===== src/design/curved_capsule_inside_project_macros.svh =====
// ----------------------------------------------------------------------------
// Assertion macros for the curved capsule point query block
// Implication and next-cycle checks, empty when synthesized.
// ----------------------------------------------------------------------------
`ifndef CURVED_CAPSULE_INSIDE_PROJECT_MACROS_SVH
`define CURVED_CAPSULE_INSIDE_PROJECT_MACROS_SVH
`ifndef SYNTHESIS
`define CCIP_ASSERT_IMP(lbl, ck, rn, pre, post) \
  lbl: assert property (@(posedge ck) disable iff (!rn) (pre) |-> (post)) \
    else $error("ccip: same-cycle check failed");
`define CCIP_ASSERT_NEXT(lbl, ck, rn, pre, post) \
  lbl: assert property (@(posedge ck) disable iff (!rn) (pre) |=> (post)) \
    else $error("ccip: next-cycle check failed");
`else
`define CCIP_ASSERT_IMP(lbl, ck, rn, pre, post)
`define CCIP_ASSERT_NEXT(lbl, ck, rn, pre, post)
`endif
`endif


===== src/design/ccip_pkg.sv =====
// ----------------------------------------------------------------------------
// Curved capsule package
// Word types, register indexes, reset values and pipeline depths.
// ----------------------------------------------------------------------------
package ccip_pkg;

  // Number of spatial dimensions; with two, pos_z is ignored.
  localparam int DIMENSIONS = 3;

  // One stage per result bit in the root and quotient pipelines.
  localparam int SQ_LAT  = 32;
  localparam int DIV_LAT = 31;

  localparam int CFG_IDX_W  = 3;
  localparam int CFG_DATA_W = 32;

  typedef enum logic [CFG_IDX_W-1:0] {
    CFG_ARC_RADIUS = 3'd0,
    CFG_TUBE_WIDTH = 3'd1,
    CFG_CENTER_Y   = 3'd2,
    CFG_END_X      = 3'd3,
    CFG_END_Y      = 3'd4
  } cfg_idx_t;

  localparam logic [30:0]        RST_ARC_RADIUS = 31'd1310720;
  localparam logic [30:0]        RST_TUBE_WIDTH = 31'd131072;
  localparam logic signed [31:0] RST_CENTER_Y   = 32'sd0;
  localparam logic [30:0]        RST_END_X      = 31'd0;
  localparam logic signed [31:0] RST_END_Y      = 32'sd0;

  typedef struct packed {
    logic signed [31:0] pos_x;
    logic signed [31:0] pos_y;
    logic signed [31:0] pos_z;
  } in_word_t;

  typedef struct packed {
    logic               is_inside;
    logic signed [31:0] surf_x;
    logic signed [31:0] surf_y;
    logic signed [31:0] surf_z;
    logic               degenerate;
  } out_word_t;

endpackage


===== src/design/ccip_sqrt.sv =====
// ----------------------------------------------------------------------------
// Pipelined integer square root
// Floor root of a 64-bit value, one result bit per register stage.
// ----------------------------------------------------------------------------
module ccip_sqrt (
  input  logic        clk,
  input  logic        en,
  input  logic [63:0] rad_i,
  output logic [31:0] root_o
);

  logic [63:0] rem_r   [ccip_pkg::SQ_LAT];
  logic [63:0] res_r   [ccip_pkg::SQ_LAT];
  logic [63:0] rem_nxt [ccip_pkg::SQ_LAT];
  logic [63:0] res_nxt [ccip_pkg::SQ_LAT];

  always_comb begin
    logic [63:0] rem_in;
    logic [63:0] res_in;
    logic [63:0] bit_c;
    logic [63:0] trial;
    for (int i = 0; i < ccip_pkg::SQ_LAT; i++) begin
      if (i == 0) begin
        rem_in = rad_i;
        res_in = '0;
      end else begin
        rem_in = rem_r[i-1];
        res_in = res_r[i-1];
      end
      bit_c = 64'd1 << (2 * (ccip_pkg::SQ_LAT - 1 - i));
      trial = res_in + bit_c;
      if (rem_in >= trial) begin
        rem_nxt[i] = rem_in - trial;
        res_nxt[i] = (res_in >> 1) + bit_c;
      end else begin
        rem_nxt[i] = rem_in;
        res_nxt[i] = res_in >> 1;
      end
    end
  end

  always_ff @(posedge clk) begin
    if (en) begin
      rem_r <= rem_nxt;
      res_r <= res_nxt;
    end
  end

  assign root_o = res_r[ccip_pkg::SQ_LAT-1][31:0];

endmodule


===== config.mk =====
export PLATFORM = sky130hd
export DESIGN_NAME = ccip_sqrt
export DESIGN_NICKNAME = d
export VERILOG_FILES = /design/src/design/curved_capsule_inside_project_macros.svh /design/src/design/ccip_pkg.sv /design/src/design/ccip_sqrt.sv
export SDC_FILE = /design/constraint.sdc
export NUM_CORES = 2
export LEC_CHECK = 0
export BUFFER_PORTS_ARGS = -buffer_cell sky130_fd_sc_hd__buf_2
export CAP_MARGIN = 25
export CORE_AREA = 2 2 640 642
export DETAILED_ROUTE_END_ITERATION = 7
export DIE_AREA = 0 0 642 644
export PLACE_DENSITY_LB_ADDON = 0.15
export SLEW_MARGIN = 0
export SYNTH_ARGS = -nofsm -noshare
export SYNTH_HDL_FRONTEND = slang
export SYNTH_SLANG_ARGS = --single-unit

===== constraint.sdc =====
create_clock -name clk -period 5.7 [get_ports clk]
set_input_delay 0.285 -clock clk [delete_from_list [all_inputs] [get_ports clk]]
set_output_delay 0.285 -clock clk [all_outputs]
set_load 0.02 [all_outputs]

==> results by group <==
Yosys
  – Post-Syn Area: 0.121 mm^2
  – Synthesized instance count: slightly below 10k
  – Syn_area_per_cell: ~12 um^2
  – Distinct cells, synth: about 100
  – Yosys top cell area share: around 62%
  – Ys async rst share: 0%
  – Synth cell count leaders: edfxtp_1 (2,512), nor2_1 (711), inv_1 (698)
  – Most frequent cell after synthesis: edfxtp_1
  – Seq/Total Area, Yosys: approximately 62%
  – Predominant post-synthesis flop cell: edfxtp_1
  – Post-synth top area cell: edfxtp_1
  – Number of flops mapped to enable cells by yosys: roughly 2.5k
  – Largest cells by area after synthesis: edfxtp_1 (62%), ha_1 (5.8%), xnor2_1 (3.6%), xor2_1 (2.9%), a21oi_1 (2.7%)
  – Syn_nets: 10.4k
  – Warnings, synthesis: 0
  – Post-synthesis register bit count: 2,512

GRT
  – Vias in the first global route: 80.0k
  – Pin count of the biggest net entering global routing: 179
  – First-pass GRT wire length: 536,000 um
  – Total GRT Usage: 17.2%
  – Initial antenna violation count: 6
  – Global route total overflow: 0

Placed design
  – Placed insts: around 15k
  – Post-DP HPWL: around 280,000 um
  – Port bufs: 97
  – RePlAce Congestion: between 0.8 and 0.9

Floorplan
  – Placement Rows: between 200 and 250
  – Starting Density: 29.8%
  – IO Count: between 90 and 100
  – Die area: 0.413 mm^2
  – Die H: between 600 and 700 um
  – Core ar.: between 0.4 and 0.5 mm^2
  – Chip Width: ~640 um

Finish
  – Final core occ: between 30% and 40%
  – Ratio of cells with drive above 1 in the final layout: under 10%
  – Post-route insts no fill: around 16k
  – Nets: approximately 11k
  – Layout fillers: around 40k
  – Area Overhead vs Synth: 14.7%

Clocking
  – Clock slew at reported path FFs: around 60 ps
  – Htree depth: 5
  – Num CTS Buffers: 294
  – Worst-Skew Late Latency: between 900 and 1000 ps
  – Worst-case clock buffer depth: 4
  – CTS Sinks: between 2k and 3k
  – CTS root buffer: clkbuf_16
  – TritonCTS clock tree: yes
  – Setup repair bufs after CTS: 0

Timing
  – Maximum clock rate: 0.203 GHz
  – Final Skew: roughly 71 ps
  – Endpoints failing setup: 0
  – Tcrit/Tclk final: 86.5%
  – Hold violation count in the final report: 0
  – Minimum clock period: 4930 ps
  – Worst hold slack: between 70 and 80 ps
  – Worst Max-Slew Pin Slew: between 1000 and 1500 ps
  – Setup tns final: 0 ps
  – Relative slew slack: between 30 and 40%
  – RSZ-0062 raised after global routing: no
  – Slew Limit Fails: 0

Critical path
  – CP Capture Type: flip-flop
  – Slowest CP cell: a211oi_1
  – Crit path largest cell delay: ~790 ps
  – Worst EP required: ~6300 ps
  – Crit path DAT: around 5600 ps
  – Crit path max fanout: 13
  – Setup crit start kind: flip-flop
  – Worst-path cell chain: inv_1, ha_1, nand3_1, or4_1, a211oi_1, nor4b_1, o31ai_4, buf_4, nand2_1, or3_1, nor3_1, xor2_1
  – Path type of the worst setup path: flip-flop to flip-flop

Detailed routing
  – Post-DRT Antenna Nets: 0
  – WL per Instance: roughly 23 um
  – DRT iter0 DRCs: ~5.5k
  – Via-per-instance ratio: approximately 4.9
  – Residual DRC: 0
  – Via count: about 78k
  – Drt first pass iters: 5
  – Routed WL: roughly 370,000 um

Pwr
  – Comb pwr share: 21.9%
  – Power Dens Cells: between 400 and 500 mW/mm^2
  – Peak VDD IR: around 0.00026 V
  – Leakage: 51.2 nW
  – Pint: roughly 39 mW
  – Power share of the clock group: between 30% and 40%
  – P_sw: roughly 18 mW
  – Sw Share: approximately a third
  – Flop pwr share: 45.4%

Run
  – Max Cap Violations: 0

Outcome
  – Status: complete, no violations

Hold path
  – Hold Crit Class: input pin to flip-flop
## cells in the final DEF (no fill, tap or decap), types with 63 or more instances in the layout
master and n:
o21bai_1 63, a21o_1 212, xnor2_1 493, buf_2 99, a21oi_1 667, xor2_1 397, o21a_1 86, mux2_2 71
clkbuf_16 298, buf_4 86, nor2_1 711, dlygate4sd3_1 90, nor3_1 274, or4_1 83, nor4_1 333, nor2b_1 68
nand2b_1 108, o21ai_0 408, nand4_1 166, edfxtp_1 2512, inv_1 697, or3_1 99, ha_1 558, nand2_1 580
nand3_1 169
## cell families (layout without fill, tap and decap cells)
group	Yosys count	count (layout)	share of synthesized area, %
other	0	3	0
multiplexers	89	89	0.849
buffers and inverters	905	1522	2.87
adder cells (fa/ha/maj)	558	558	5.75
XOR/XNOR	890	890	6.42
flip-flops	2512	2512	62.1
AND/OR/NAND/NOR	2920	2920	12.4
AO/OA/AOI/OAI	1859	1859	9.53
## stage by stage
step / area (um^2) / power, mW / setup WS [ps]
CTS: 139000 / 57.7 / 657
finish: 139000 / 57.0 / 768
global route: 139000 / 59.8 / 519
floorplan: 121000 / 33.5 / 2300
detailed placement: 129000 / 38.7 / 683
global placement: 129000 / 38.7 / 489
## power by group through the flow
stage               Clock [mW]  Sequential, mW  Combinational (mW)
CTS                       19.2            26.0                12.5
global placement             0            26.3                12.4
finish                    18.6            25.9                12.5
floorplan                    0            24.8                8.68
detailed placement           0            26.3                12.4
global route              19.9            26.1                13.8
## path summary, 6_finish.rpt
kind	slack [ps]	to	start	cells past startpoint
hold / removal	80	rem_r[2035]	rad_i[51]	2
hold reg to reg	430	rem_r[1235]	rem_r[1299]	0
setup / recovery	770	rem_r[297]	res_r[336]	12
setup reg to reg	770	rem_r[297]	res_r[336]	12
## final cells by class
class / count / area, um^2 / area share (%)
diodes: 3 / 7.51 / 0.00539
clock buffers: 347 / 7640 / 5.49
clock inverters: 181 / 1790 / 1.28
inverters: 704 / 2640 / 1.90
multi-input cells: 6316 / 42500 / 30.5
flip-flops and latches: 2512 / 75400 / 54.2
well taps: 5451 / 6820 / 4.90
repair buffers: 290 / 2340 / 1.68
## registers in the layout, summed over array words and instances (netlist names)
name / flops
rem_r: 1984
root_o: 32
res_r: 496
## critical path, delay by kind of cell, from the launching register on
family | cells | cell delay (ps)
xor+xnor | 1 | 100
flops | 1 | 520
buf+inv | 2 | 370
fa+ha+maj | 1 | 390
simple gates | 6 | 1980
compound gates | 2 | 1310
## routing by layer
metal | vias up | routed length, um | track usage (%)
li1 | 37300 | - | -
met1 | 38600 | 134000 | 18.0
met2 | 1575 | 198000 | 33.1
met3 | 675 | 10400 | 1.79
met4 | 2 | 24600 | 10.3
met5 | - | 9 | 0
## what timing repair did
action | CTS | global route
resized for setup | 0 | 0
hold buffers | 90 | 0
hold endpoints to repair | 107 | 0
(Power assumes the default switching activity.)
