**src/design/curved_capsule_inside_project_macros.svh**
```systemverilog
// ----------------------------------------------------------------------------
// Assertion macros for the curved capsule point query block
// Implication and next-cycle checks, empty when synthesized.
// ----------------------------------------------------------------------------
`ifndef CURVED_CAPSULE_INSIDE_PROJECT_MACROS_SVH
`define CURVED_CAPSULE_INSIDE_PROJECT_MACROS_SVH
`ifndef SYNTHESIS
`define CCIP_ASSERT_IMP(lbl, ck, rn, pre, post) \
  lbl: assert property (@(posedge ck) disable iff (!rn) (pre) |-> (post)) \
    else $error("ccip: same-cycle check failed");
`define CCIP_ASSERT_NEXT(lbl, ck, rn, pre, post) \
  lbl: assert property (@(posedge ck) disable iff (!rn) (pre) |=> (post)) \
    else $error("ccip: next-cycle check failed");
`else
`define CCIP_ASSERT_IMP(lbl, ck, rn, pre, post)
`define CCIP_ASSERT_NEXT(lbl, ck, rn, pre, post)
`endif
`endif

```
**src/design/ccip_pkg.sv**
```systemverilog
// ----------------------------------------------------------------------------
// Curved capsule package
// Word types, register indexes, reset values and pipeline depths.
// ----------------------------------------------------------------------------
package ccip_pkg;

  // Number of spatial dimensions; with two, pos_z is ignored.
  localparam int DIMENSIONS = 3;

  // One stage per result bit in the root and quotient pipelines.
  localparam int SQ_LAT  = 32;
  localparam int DIV_LAT = 31;

  localparam int CFG_IDX_W  = 3;
  localparam int CFG_DATA_W = 32;

  typedef enum logic [CFG_IDX_W-1:0] {
    CFG_ARC_RADIUS = 3'd0,
    CFG_TUBE_WIDTH = 3'd1,
    CFG_CENTER_Y   = 3'd2,
    CFG_END_X      = 3'd3,
    CFG_END_Y      = 3'd4
  } cfg_idx_t;

  localparam logic [30:0]        RST_ARC_RADIUS = 31'd1310720;
  localparam logic [30:0]        RST_TUBE_WIDTH = 31'd131072;
  localparam logic signed [31:0] RST_CENTER_Y   = 32'sd0;
  localparam logic [30:0]        RST_END_X      = 31'd0;
  localparam logic signed [31:0] RST_END_Y      = 32'sd0;

  typedef struct packed {
    logic signed [31:0] pos_x;
    logic signed [31:0] pos_y;
    logic signed [31:0] pos_z;
  } in_word_t;

  typedef struct packed {
    logic               is_inside;
    logic signed [31:0] surf_x;
    logic signed [31:0] surf_y;
    logic signed [31:0] surf_z;
    logic               degenerate;
  } out_word_t;

endpackage

```
**src/design/ccip_div.sv**
```systemverilog
// ----------------------------------------------------------------------------
// Pipelined restoring divider
// 62-bit dividend over a 32-bit divisor, quotient known to fit 31 bits.
// ----------------------------------------------------------------------------
module ccip_div (
  input  logic        clk,
  input  logic        en,
  input  logic [61:0] num_i,
  input  logic [31:0] den_i,
  output logic [30:0] quo_o
);

  logic [31:0] rem_r   [ccip_pkg::DIV_LAT];
  logic [30:0] low_r   [ccip_pkg::DIV_LAT];
  logic [30:0] quo_r   [ccip_pkg::DIV_LAT];
  logic [31:0] den_r   [ccip_pkg::DIV_LAT];
  logic [31:0] rem_nxt [ccip_pkg::DIV_LAT];
  logic [30:0] low_nxt [ccip_pkg::DIV_LAT];
  logic [30:0] quo_nxt [ccip_pkg::DIV_LAT];
  logic [31:0] den_nxt [ccip_pkg::DIV_LAT];

  // The upper dividend bits start out below the divisor because the
  // quotient is known to fit, so each stage only decides one bit.
  always_comb begin
    logic [31:0] rem_in;
    logic [30:0] low_in;
    logic [30:0] quo_in;
    logic [31:0] den_in;
    logic [32:0] trial;
    logic        ge;
    for (int i = 0; i < ccip_pkg::DIV_LAT; i++) begin
      if (i == 0) begin
        rem_in = {1'b0, num_i[61:31]};
        low_in = num_i[30:0];
        quo_in = '0;
        den_in = den_i;
      end else begin
        rem_in = rem_r[i-1];
        low_in = low_r[i-1];
        quo_in = quo_r[i-1];
        den_in = den_r[i-1];
      end
      trial = {rem_in, low_in[30]};
      ge    = trial >= {1'b0, den_in};
      rem_nxt[i] = ge ? 32'(trial - {1'b0, den_in}) : trial[31:0];
      low_nxt[i] = {low_in[29:0], 1'b0};
      quo_nxt[i] = {quo_in[29:0], ge};
      den_nxt[i] = den_in;
    end
  end

  always_ff @(posedge clk) begin
    if (en) begin
      rem_r <= rem_nxt;
      low_r <= low_nxt;
      quo_r <= quo_nxt;
      den_r <= den_nxt;
    end
  end

  assign quo_o = quo_r[ccip_pkg::DIV_LAT-1];

endmodule

```
**config.mk**
```make
export PLATFORM = sky130hd
export DESIGN_NAME = ccip_div
export DESIGN_NICKNAME = d
export VERILOG_FILES = /design/src/design/curved_capsule_inside_project_macros.svh /design/src/design/ccip_pkg.sv /design/src/design/ccip_div.sv
export SDC_FILE = /design/constraint.sdc
export NUM_CORES = 2
export LEC_CHECK = 0
export BUFFER_PORTS_ARGS = -buffer_cell sky130_fd_sc_hd__buf_2
export CORE_ASPECT_RATIO = 0.5
export CORE_MARGIN = 2
export CORE_UTILIZATION = 50
export CTS_CLUSTER_SIZE = 14
export DETAILED_ROUTE_END_ITERATION = 7
export HOLD_SLACK_MARGIN = 0.02
export PLACE_DENSITY = 0.67
export SLEW_MARGIN = 20
export SYNTH_ARGS = -nofsm -noshare
export SYNTH_HDL_FRONTEND = slang
export SYNTH_SLANG_ARGS = --single-unit
```
**constraint.sdc**
```tcl
create_clock -name clk -period 3.53 [get_ports clk]
set_input_delay 0.1765 -clock clk [delete_from_list [all_inputs] [get_ports clk]]
set_output_delay 0.1765 -clock clk [all_outputs]
set_load 0.01 [all_outputs]
```
==> qor.csv <==
stage,metric,value,unit
status,status,finished with violations,
status,violated checks,setup timing,
synthesis,async set-reset flop share out of synthesis,0,
clock_tree,TritonCTS Sinks,2881,
finish,"commonest cells after routing, fill and taps aside","edfxtp_1 (2881), buf_4 (1413), inv_1 (1225)",
worst_hold_path,Hold WC Path Type,input pin to register,
setup_path,"Arr. time, crit path",4.37,ns
detailed_routing,vias per cell,5.380,
finish,fin cells,18221,
clock_tree,CTS root buf,clkbuf_16,
global_route,largest net degree at the start of global routing,122,
setup_path,WP data required,4.14,ns
detailed_routing,"wirelength, routed",322300,µm
synthesis,synthesized flop and latch total,2881,
detailed_routing,# DRC,0,
finish,Final nets,15217,
sta,crit share post-route,1.067,
global_route,first-pass GRT wire length,498500,µm
sta,Setup Skew,0.06276,ns
floorplan,# rows,141,
detailed_routing,DR WL/cell,17.69,µm
finish,Sequential Area,86510,µm²
synthesis,synth unique cells,93,
power,Worst VDD drop,503.5,µV
synthesis,Gate Count Post-Synth,12169,
clock_tree,Num CTS Buffers,281,
sta,TNS Setup,-16.76,ns
clock_tree,CTS tree,built,
sta,final hold vios,0,
clock_tree,H-tree Lvls,5,
sta,RSZ-0062 raised after global routing,yes,
floorplan,# IOs,127,
setup_path,Critical Setup Path Class,register to register,
sta,final setup fails,217,
finish,fillers,22457,
global_route,number of global-route vias before repair,100376,
place,Final HPWL DP,222000,µm
synthesis,Avg Inst Size Synth,12.22,µm²
sta,Slew @ Worst Pin,1.090,ns
power,P_leak,0.07541,µW
finish,Layout area overhead,22.29,%
synthesis,"EDFF count, synth",2881,
sta,Final Max Tran Viols,0,
sta,Period minus WS final,3.768,ns
sta,Setup WS post-layout,-0.2381,ns
setup_path,CP endpoint kind,register,
detailed_routing,"antenna viol nets, final",0,
global_route,Total GRT Usage,0.2031,
floorplan,Die Y,389.6,µm
finish,"most common cell after layout, fill and taps aside",edfxtp_1,
setup_path,crit path launch type,register,
clock_tree,worst-case clock buffer depth,4,
synthesis,Synthesis Warnings,0,
floorplan,Core Footprint,295500,µm²
detailed_routing,1st-iter DRT viols,4270,
floorplan,Starting Density,0.5031,
synthesis,main flop type after synthesis,edfxtp_1,
flow_run,max-cap check violation count,0,
synthesis,mapped cell area,148700,µm²
detailed_routing,first-pass iteration count of the detailed router,7,
sta,max_slew headroom,0.2656,
finish,share of cells above drive strength 1,0.2248,
power,PD cells,923.9,nW/µm²
finish,Multi-input gate area,60420,µm²
sta,FMAX,265.4,MHz
synthesis,"Seq/Total Area, Yosys",0.5819,
detailed_routing,DR vias,98031,
global_route,Congestion Overflow GR,0,
floorplan,Die Wd,775.1,µm
setup_path,CP max FO,8,
place,placer congestion estimate,0.9851,
global_route,initial antenna violation count,1,
place,placed cell count,17307,
floorplan,DIE AREA,302000,µm²
place,PortBufs,126,
clock_tree,insertion delay to the later sink of the worst-skew pair,0.89,ns
clock_tree,clock slew at reported path FFs,0.06,ns
synthesis,Mapped Nets,13287,
-- worst paths after layout --
path | slack [ns] | endpoint | cells past startpoint | from
max | -0.24 | rem_r[542] | 15 | rem_r[544]
min | 0.17 | rem_r[991] | 3 | num_i[61]
max reg2reg | -0.24 | rem_r[542] | 15 | rem_r[544]
min reg2reg | 0.39 | quo_nxt[444] | 0 | quo_nxt[474]
-- cell usage after synthesis, types with 23 or more instances --
cell      number  area share
o21ai_1       33      0.0011
a21o_1       495       0.025
a31o_2        24      0.0014
o211ai_1      36      0.0018
nand2_1      738       0.019
mux2_4        26      0.0026
nand2b_1     120      0.0050
o21bai_1     117      0.0059
nand3_1      188      0.0063
a21boi_0      32      0.0016
o21a_1       122      0.0062
xnor2_1      512       0.030
fa_1          30      0.0040
nand4_1      156      0.0066
or2_2         37      0.0016
a221oi_1      23      0.0014
or3_1         34      0.0014
and3_1        88      0.0037
edfxtp_1    2881        0.58
clkbuf_1     191      0.0048
a31oi_1       98      0.0041
mux2_2       450       0.034
nor3_1       122      0.0041
a211oi_1      63      0.0032
o21ai_0      683       0.023
nor2b_1      171      0.0072
and2_1        45      0.0019
nor4_1        30      0.0013
nor2_1       600       0.015
o31ai_1       62      0.0031
xor2_1       306       0.018
o31a_1        34      0.0020
ha_1         992       0.083
inv_1       1249       0.032
buf_2         59      0.0020
mux2i_1       45      0.0030
a21oi_1      968       0.033
a211o_1       26      0.0015
-- per-stage QoR --
step / worst slack [ns] / util / cell area [µm²] / hold WS [ns] / total power [µW]
3_3_place_gp: -0.4213 / 0.5559 / 164300 / 0.3534 / 125400
3_5_place_dp: -0.4563 / 0.5559 / 164300 / 0.3551 / 126900
4_1_cts: -0.2042 / 0.6018 / 177800 / 0.08616 / 162100
5_1_grt: -0.3594 / 0.6152 / 181800 / 0.1352 / 178700
2_1_floorplan: 0.008270 / - / 148700 / 0.2754 / 103100
6_report: -0.2381 / 0.6152 / 181800 / 0.1732 / 168000
-- layout make-up --
type	instances	share of cell area
clock inverters	113	0.004845
well taps	3932	0.02706
inverters	1250	0.02592
repair buffers	1906	0.09265
diodes	3	0.00004129
clock buffers	357	0.04130
flip-flops and latches	2881	0.4759
multi-input cells	7779	0.3323
-- flip-flops by register name, summed over array words and instances, names as in the netlist --
register / flops
den_nxt: 960
quo_nxt: 465
low_r: 30
low_nxt: 435
rem_r: 960
quo_o: 31
-- cell families after synthesis --
group,Yosys count,synth area share
compound gates,3013,0.1268
flops,2881,0.5819
simple gates,2399,0.07667
buf+inv,1514,0.03911
fa+ha+maj,1022,0.08753
xor+xnor,818,0.04819
mux,522,0.03982
-- critical path, stage by stage, from the launching register on --
cell and delay (ns):
edfxtp_1 0.45, ha_4 0.28, nor2b_4 0.12, o211ai_1 0.26
buf_4 0.19, nand3_4 0.08, a221oi_2 0.23, buf_4 0.17
o311a_4 0.22, o21ai_4 0.08, a221oi_4 0.36, a21oi_2 0.12
o2111ai_2 0.22, nand2_4 0.19, buf_16 0.23, mux2_4 0.29
-- per-layer routing --
layer  wire, µm  vias to the layer above  GRT usage  share of wire
met4      23130                        0     0.1308          0.072
li1           -                    48649          -              -
met2     174300                     1857     0.3959           0.54
met1     115900                    46500     0.2031           0.36
met3       8912                     1025    0.02453          0.028
met5          0                        -          0              0
-- where the power goes --
group / switching, µW / internal, µW / total, µW
Sequential: 4140 / 49400 / 53600
Combinational: 42500 / 43500 / 86000
Clock: 12600 / 15800 / 28400
-- repair_timing --
item / CTS / global route
cloned: 33 / 36
endpoints found under the setup margin: 904 / 891
hold endpoints to repair: 128 / 0
hold buffers: 153 / 0
pin swaps: 161 / 271
resized for setup: 438 / 642
setup buffers: 114 / 130
Note: power is estimated with default switching activity, not from simulation.
